File: src/rtl/core/eoe_pkg.sv
// Package for the Exif orientation extractor: constants, marker tables and the
// command/status types exchanged between eoe_ctrl and eoe_dp. No dependencies.
`timescale 1ns / 1ps

package eoe_pkg;

  // Default payload store depth, and the width of payload positions and counts.
  localparam int unsigned MAX_PAYLOAD_DEF = 4096;
  localparam int unsigned PW              = 17;

  localparam logic [15:0]   HDR_LEN     = 16'd8;   // length field + "Exif\0\0"
  localparam logic [PW-1:0] MIN_PAYLOAD = 17'd12;  // minimum payload length
  localparam logic [15:0]   ENTRY_SIZE  = 16'd12;  // bytes per IFD entry
  localparam logic [PW-1:0] VALUE_OFS   = 17'd8;   // value field within an entry
  localparam logic [15:0]   MARK_MM     = 16'h4D4D;
  localparam logic [15:0]   MARK_II     = 16'h4949;
  localparam logic [15:0]   TIFF_MAGIC  = 16'd42;
  localparam logic [15:0]   TAG_ORIENT  = 16'h0112;

  typedef enum logic [1:0] {
    CNT_HOLD,
    CNT_CLR,
    CNT_INC
  } cnt_op_e;

  typedef enum logic [2:0] {
    PTR_HOLD,
    PTR_ZERO,
    PTR_OFF,
    PTR_IDX,
    PTR_VAL
  } ptr_op_e;

  typedef enum logic [1:0] {
    IDX_HOLD,
    IDX_OFF2,
    IDX_STEP
  } idx_op_e;

  typedef enum logic [1:0] {
    ENT_HOLD,
    ENT_LOAD,
    ENT_DEC
  } ent_op_e;

  typedef struct packed {
    cnt_op_e cnt_op;
    logic    len_shift;
    logic    plen_load;
    logic    mem_wr;
    ptr_op_e ptr_op;
    logic    rd;
    logic    shift;
    logic    le_load;
    idx_op_e idx_op;
    ent_op_e ent_op;
    logic    res_load;
    logic    res_fail;
    logic    res_val;
  } eoe_cmd_t;

  typedef struct packed {
    logic mark_ok;
    logic mark_end;
    logic len_end;
    logic len_short;
    logic hdr_ok;
    logic hdr_end;
    logic plen_bad;
    logic pay_end;
    logic mark_mm;
    logic mark_ii;
    logic tag_ok;
    logic off_bad;
    logic scan_end;
    logic tag_hit;
    logic out_free;
  } eoe_sts_t;

  // SOI followed by APP1
  function automatic logic [7:0] start_mark(input logic [1:0] idx);
    logic [7:0] b;
    case (idx)
      2'd0:    b = 8'hFF;
      2'd1:    b = 8'hD8;
      2'd2:    b = 8'hFF;
      default: b = 8'hE1;
    endcase
    return b;
  endfunction

  // "Exif"
  function automatic logic [7:0] exif_char(input logic [1:0] idx);
    logic [7:0] b;
    case (idx)
      2'd0:    b = 8'h45;
      2'd1:    b = 8'h78;
      2'd2:    b = 8'h69;
      default: b = 8'h66;
    endcase
    return b;
  endfunction

endpackage

File: src/rtl/core/eoe_ctrl.sv
// Controller of the Exif orientation extractor: parse phases for incoming bytes
// and the IFD scan sequencer. Drives eoe_dp through eoe_pkg command/status types.
`timescale 1ns / 1ps

module eoe_ctrl (
  input  logic              clk_i,
  input  logic              rst_ni,
  input  logic              in_valid_i,
  output logic              in_ready_o,
  input  logic              first_byte_i,
  input  logic              last_byte_i,
  input  eoe_pkg::eoe_sts_t sts_i,
  output eoe_pkg::eoe_cmd_t cmd_o
);
  import eoe_pkg::*;

  localparam logic [3:0] S_MARK = 4'd0;
  localparam logic [3:0] S_LEN  = 4'd1;
  localparam logic [3:0] S_HDR  = 4'd2;
  localparam logic [3:0] S_PAY  = 4'd3;
  localparam logic [3:0] S_DONE = 4'd4;
  localparam logic [3:0] S_FRD  = 4'd5;
  localparam logic [3:0] S_FSH  = 4'd6;
  localparam logic [3:0] S_CK1  = 4'd7;
  localparam logic [3:0] S_CK2  = 4'd8;
  localparam logic [3:0] S_CK3  = 4'd9;
  localparam logic [3:0] S_LOOP = 4'd10;
  localparam logic [3:0] S_TAG  = 4'd11;
  localparam logic [3:0] S_VAL  = 4'd12;

  logic [3:0] state_q, state_d, ret_q, ret_d, st_eff;
  logic [1:0] fcnt_q, fcnt_d;
  logic       ingest, accept, fail, scan, ignore;

  assign ingest = (state_q == S_MARK) || (state_q == S_LEN) || (state_q == S_HDR) ||
                  (state_q == S_PAY) || (state_q == S_DONE);
  assign in_ready_o = ingest && sts_i.out_free;
  assign accept     = in_valid_i && in_ready_o;
  assign st_eff     = first_byte_i ? S_MARK : state_q;

  always_comb begin
    cmd_o   = '0;
    state_d = state_q;
    ret_d   = ret_q;
    fcnt_d  = fcnt_q;
    fail    = 1'b0;
    scan    = 1'b0;
    ignore  = 1'b0;

    if (ingest) begin
      if (accept) begin
        state_d = st_eff;
        case (st_eff)
          S_MARK: begin
            if (!sts_i.mark_ok) begin
              fail = 1'b1;
            end else if (sts_i.mark_end) begin
              state_d      = S_LEN;
              cmd_o.cnt_op = CNT_CLR;
            end else begin
              cmd_o.cnt_op = CNT_INC;
            end
          end
          S_LEN: begin
            cmd_o.len_shift = 1'b1;
            if (sts_i.len_end) begin
              if (sts_i.len_short) begin
                fail = 1'b1;
              end else begin
                state_d      = S_HDR;
                cmd_o.cnt_op = CNT_CLR;
              end
            end else begin
              cmd_o.cnt_op = CNT_INC;
            end
          end
          S_HDR: begin
            if (!sts_i.hdr_ok) begin
              fail = 1'b1;
            end else if (sts_i.hdr_end) begin
              if (sts_i.plen_bad) begin
                fail = 1'b1;
              end else begin
                state_d         = S_PAY;
                cmd_o.cnt_op    = CNT_CLR;
                cmd_o.plen_load = 1'b1;
              end
            end else begin
              cmd_o.cnt_op = CNT_INC;
            end
          end
          S_PAY: begin
            cmd_o.mem_wr = 1'b1;
            cmd_o.cnt_op = CNT_INC;
            if (sts_i.pay_end) begin
              // fetch bytes 0..3: byte order mark and tag mark
              scan         = 1'b1;
              cmd_o.ptr_op = PTR_ZERO;
              fcnt_d       = 2'd3;
              ret_d        = S_CK1;
              state_d      = S_FRD;
            end
          end
          default: begin
            ignore = 1'b1;
          end
        endcase
        if (!fail && !scan && !ignore && last_byte_i) begin
          fail = 1'b1;
        end
        if (fail) begin
          cmd_o.res_load = 1'b1;
          cmd_o.res_fail = 1'b1;
          state_d        = S_DONE;
        end
      end
    end else begin
      case (state_q)
        S_FRD: begin
          cmd_o.rd = 1'b1;
          state_d  = S_FSH;
        end
        S_FSH: begin
          cmd_o.shift = 1'b1;
          if (fcnt_q == 2'd0) begin
            state_d = ret_q;
          end else begin
            fcnt_d  = fcnt_q - 2'd1;
            state_d = S_FRD;
          end
        end
        S_CK1: begin
          if (!(sts_i.mark_mm || sts_i.mark_ii) || !sts_i.tag_ok) begin
            if (sts_i.out_free) begin
              cmd_o.res_load = 1'b1;
              cmd_o.res_fail = 1'b1;
              state_d        = S_DONE;
            end
          end else begin
            // read pointer already sits at byte 4: fetch the IFD offset
            cmd_o.le_load = 1'b1;
            fcnt_d        = 2'd3;
            ret_d         = S_CK2;
            state_d       = S_FRD;
          end
        end
        S_CK2: begin
          if (sts_i.off_bad) begin
            if (sts_i.out_free) begin
              cmd_o.res_load = 1'b1;
              cmd_o.res_fail = 1'b1;
              state_d        = S_DONE;
            end
          end else begin
            cmd_o.ptr_op = PTR_OFF;
            cmd_o.idx_op = IDX_OFF2;
            fcnt_d       = 2'd1;
            ret_d        = S_CK3;
            state_d      = S_FRD;
          end
        end
        S_CK3: begin
          cmd_o.ent_op = ENT_LOAD;
          state_d      = S_LOOP;
        end
        S_LOOP: begin
          if (sts_i.scan_end) begin
            if (sts_i.out_free) begin
              cmd_o.res_load = 1'b1;
              state_d        = S_DONE;
            end
          end else begin
            cmd_o.ptr_op = PTR_IDX;
            fcnt_d       = 2'd1;
            ret_d        = S_TAG;
            state_d      = S_FRD;
          end
        end
        S_TAG: begin
          if (sts_i.tag_hit) begin
            cmd_o.ptr_op = PTR_VAL;
            fcnt_d       = 2'd1;
            ret_d        = S_VAL;
            state_d      = S_FRD;
          end else begin
            cmd_o.ent_op = ENT_DEC;
            cmd_o.idx_op = IDX_STEP;
            state_d      = S_LOOP;
          end
        end
        S_VAL: begin
          if (sts_i.out_free) begin
            cmd_o.res_load = 1'b1;
            cmd_o.res_val  = 1'b1;
            state_d        = S_DONE;
          end
        end
        default: begin
          state_d = S_DONE;
        end
      endcase
    end
  end

  always_ff @(posedge clk_i or negedge rst_ni) begin
    if (!rst_ni) begin
      state_q <= S_MARK;
      ret_q   <= S_MARK;
      fcnt_q  <= 2'd0;
    end else begin
      state_q <= state_d;
      ret_q   <= ret_d;
      fcnt_q  <= fcnt_d;
    end
  end

`ifndef SYNTHESIS
  a_no_overwrite: assert property (@(posedge clk_i) disable iff (!rst_ni)
    cmd_o.res_load |-> sts_i.out_free)
    else $error("result loaded while previous item still pending");

  a_fetch_stalls: assert property (@(posedge clk_i) disable iff (!rst_ni)
    (state_q == S_FRD || state_q == S_FSH) |-> !in_ready_o)
    else $error("input taken during payload fetch");

  a_done_quiet: assert property (@(posedge clk_i) disable iff (!rst_ni)
    (accept && state_q == S_DONE && !first_byte_i) |-> !cmd_o.res_load)
    else $error("second result for one file");
`endif

endmodule

File: config.mk
export PLATFORM = sky130hd
export DESIGN_NAME = eoe_ctrl
export DESIGN_NICKNAME = d
export VERILOG_FILES = /design/src/rtl/core/eoe_pkg.sv /design/src/rtl/core/eoe_ctrl.sv
export SDC_FILE = /design/constraint.sdc
export NUM_CORES = 1
export LEC_CHECK = 0
export BUFFER_PORTS_ARGS = -buffer_cell sky130_fd_sc_hd__buf_2
export CAP_MARGIN = 25
export CORE_ASPECT_RATIO = 0.5
export CORE_MARGIN = 1.5
export CORE_UTILIZATION = 46
export DETAILED_ROUTE_END_ITERATION = 8
export GPL_ROUTABILITY_DRIVEN = 0
export PLACE_DENSITY = 0.76
export SLEW_MARGIN = 20
export SYNTH_ARGS = -nofsm -noshare
export SYNTH_HDL_FRONTEND = slang
export SYNTH_SLANG_ARGS = --single-unit
File: constraint.sdc
create_clock -name clk_i -period 2.07 [get_ports clk_i]
set_clock_uncertainty 0.2 [all_clocks]
set_input_delay 0.1035 -clock clk_i [delete_from_list [all_inputs] [get_ports clk_i]]
set_output_delay 0.1035 -clock clk_i [all_outputs]
set_load 0.005 [all_outputs]
==> summary.txt <==
Run status
  • Status: complete, but fails checks
  • Failing checks: setup timing

Detailed routing
  • WL/cell: 18.7 um
  • Initial DRT Pass Iterations: 5
  • Routed WL: 5.07 mm
  • DR vias: 1,726
  • Initial DRC count: 243
  • Antenna viol nets, final: 0
  • DR vias/cell: 6.35
  • DRC viols: 0

STA
  • Final WS setup: -0.138 ns
  • Least-Margin Pin Slew: 0.713 ns
  • RSZ-0062 raised after global routing: yes
  • Final Hold Fails: 0
  • Final Max Tran Viols: 0
  • Final critical-path required period: 2.21 ns
  • Final setup fails: 10
  • WHS: 0.0636 ns
  • Crit share post-route: 1.07
  • Max Freq: 0.453 GHz
  • Slew headroom: 0.520

GRT
  • GRT Total Usage: 0.292
  • First-pass GRT wire length: 6.67 mm
  • Total global routing overflow: 0
  • Vias in the first global route: 1,333
  • Largest net degree at the start of global routing: 13
  • Initial antenna violation count: 0

Synth
  • Yosys top cell area share: 0.198
  • Register bit total from synthesis: 10
  • Avg Inst Size Synth: 7.35 um2
  • Warning count from the yosys run: 0
  • Dominant synthesized flop cell: dfrtp_1
  • Asr flop ratio synth: 1.00
  • Mapped Cells: 172
  • Post-synth EDFFs: 0
  • Mapped Nets: 193
  • Post-Synthesis Cell Area: 1260 um2
  • Synth top area cells: dfrtp_1 (20%), nor3_1 (6.3%), nand2_1 (4.7%)
  • Netlist cell types: 54
  • Register area share after synthesis: 0.198
  • Area leader, netlist: dfrtp_1
  • Most instantiated cells after synthesis: nand2_1 (16), nor3_1 (16), nor2_1 (12), o21ai_0 (11)

Setup path
  • R2R depth: 6
  • Critical Path RT: 1.77 ns
  • CP Data Arrival Time: 1.90 ns
  • Worst setup path category: reg2out
  • Crit-path max FO: 6
  • Critical path startpoint category: register
  • Crit. End Element: primary output

Placement
  • Final HPWL DP: 3.29 mm
  • Place WS: -0.00678 ns
  • Area after DPL: 1610 um2
  • Port bufs: 38

CTS
  • # clock sinks: 10
  • Clk Latency, worst-skew pair: 0.24 ns
  • Htree depth: 1
  • Clk pin slew, worst setup/hold paths: 0.05 ns
  • TritonCTS clock tree: built
  • CTS Buf Count: 3
  • CTS root buf: clkbuf_8
  • Worst-case clock buffer depth: 2

Pwr
  • Cell area power density: 1350 nW/um2
  • Switching power: 1.25 mW
  • Pwr Total: 2.52 mW
  • Sw Share: 0.494
  • Int Pwr: 1.28 mW
  • Power share of the sequential group: 0.154
  • Logic pwr share: 0.746
  • Clock power share: 0.100
  • IR Drop Worst-Case VDD: 0.683 mV
  • Leak Pwr: 0.854 nW

Floorplanning
  • Die area: 3090 um2
  • Num ports: 39
  • Die span in y: 40.1 um
  • Row cnt: 13
  • Core area: 2600 um2
  • Initial core utilization: 0.486
  • Chip width: 77.2 um

Cells and area
  • Post-layout instance area: 1870 um2
  • Share of layout cells above drive strength 1: 0.472
  • Diode count: 0
  • Nets: 257
  • P&R area growth vs syn: 47.8%

Hold path
  • Hold Path Class: in2async

Job
  • Number of max-cap violations: 0
[flip-flops by register name, summed over array words and instances (netlist names)]
signal / flops
ret_q: 4
state_q: 4
fcnt_q: 2
[cell families after synthesis]
logic type | Yosys count | synth area share
and+or+nand+nor | 84 | 0.363
DFF | 10 | 0.198
AOI/OAI and AO/OA | 52 | 0.313
muxes | 4 | 0.0356
adders and majority gates | 1 | 0.00989
buffers and inverters | 21 | 0.0811
[worst paths after layout]
check	slack [ns]	startpoint	to
setup / recovery	-0.14	state_q[2]	cmd_o[2]
hold / removal	0.06	rst_ni	state_q[3]
setup reg to reg	-0.10	state_q[2]	fcnt_q[0]
hold reg to reg	0.28	fcnt_q[1]	fcnt_q[1]
max in group asynchronous	1.38	rst_ni	state_q[1]
min in group clk_i	0.12	sts_i[1]	state_q[3]
[timing repair]
item                                    in CTS  in global routing
hold buffers                                 1                  0
endpoints found under the setup margin      12                 16
setup buffers                                5                  4
cloned                                       0                  0
pin swaps                                    4                  4
resized for setup                           10                 24
hold endpoints to repair                    10                  0
[metal layers]
metal	part of all wire	vias up	global-route usage
met5	0	-	0
met4	0.038	0	0.100
met3	0.14	32	0.116
met2	0.44	141	0.456
met1	0.39	785	0.375
li1	-	768	-
[placed cells by master (no fill, tap or decap), drive strengths merged, types with 3 or more instances in the layout]
cell type / netlist / layout
mux2: 4 / 4
nand2: 17 / 17
o21ai: 13 / 13
a21oi: 8 / 8
inv: 9 / 9
nand3: 8 / 8
dfrtp: 10 / 10
nor2: 13 / 13
clkbuf: 0 / 4
buf: 12 / 70
nand2b: 7 / 7
o21a: 3 / 3
nor3: 18 / 18
nor2b: 4 / 4
o211ai: 7 / 7
and3: 3 / 3
[layout make-up]
cell class	instances	area [um2]
fill	186	733
sequential	10	255
clock buffer	4	55.1
inverter	9	33.8
multi-input combinational	141	1020
timing repair buffer	71	462
tap	37	46.3
[critical path: stages, from the launching register on]
cell      delay (ns)
dfrtp_2         0.44
buf_2           0.20
and2b_1         0.24
a32oi_4         0.25
buf_4           0.18
o21ai_2         0.06
o211ai_1        0.11
nand2_1         0.06
buf_2           0.12
[power groups by stage]
| stage | Clock, mW | Sequential (mW) | Combinational (mW) |
|---|---|---|---|
| 2_1_floorplan | 0 | 0.308 | 0.966 |
| 5_1_grt | 0.271 | 0.395 | 1.97 |
| 3_5_place_dp | 0 | 0.385 | 1.42 |
| 3_3_place_gp | 0 | 0.382 | 1.39 |
| 4_1_cts | 0.251 | 0.384 | 1.54 |
| 6_report | 0.252 | 0.389 | 1.88 |
[stage by stage]
stage	utilization	std cells	setup TNS, ns
after floorplan	-	172	0
after global placement	0.617	258	0
after detailed placement	0.617	258	-0.00678
after CTS	0.668	268	-0.0850
after global routing	0.718	272	-1.16
final	0.718	272	-0.628
(Power assumes the default switching activity.)
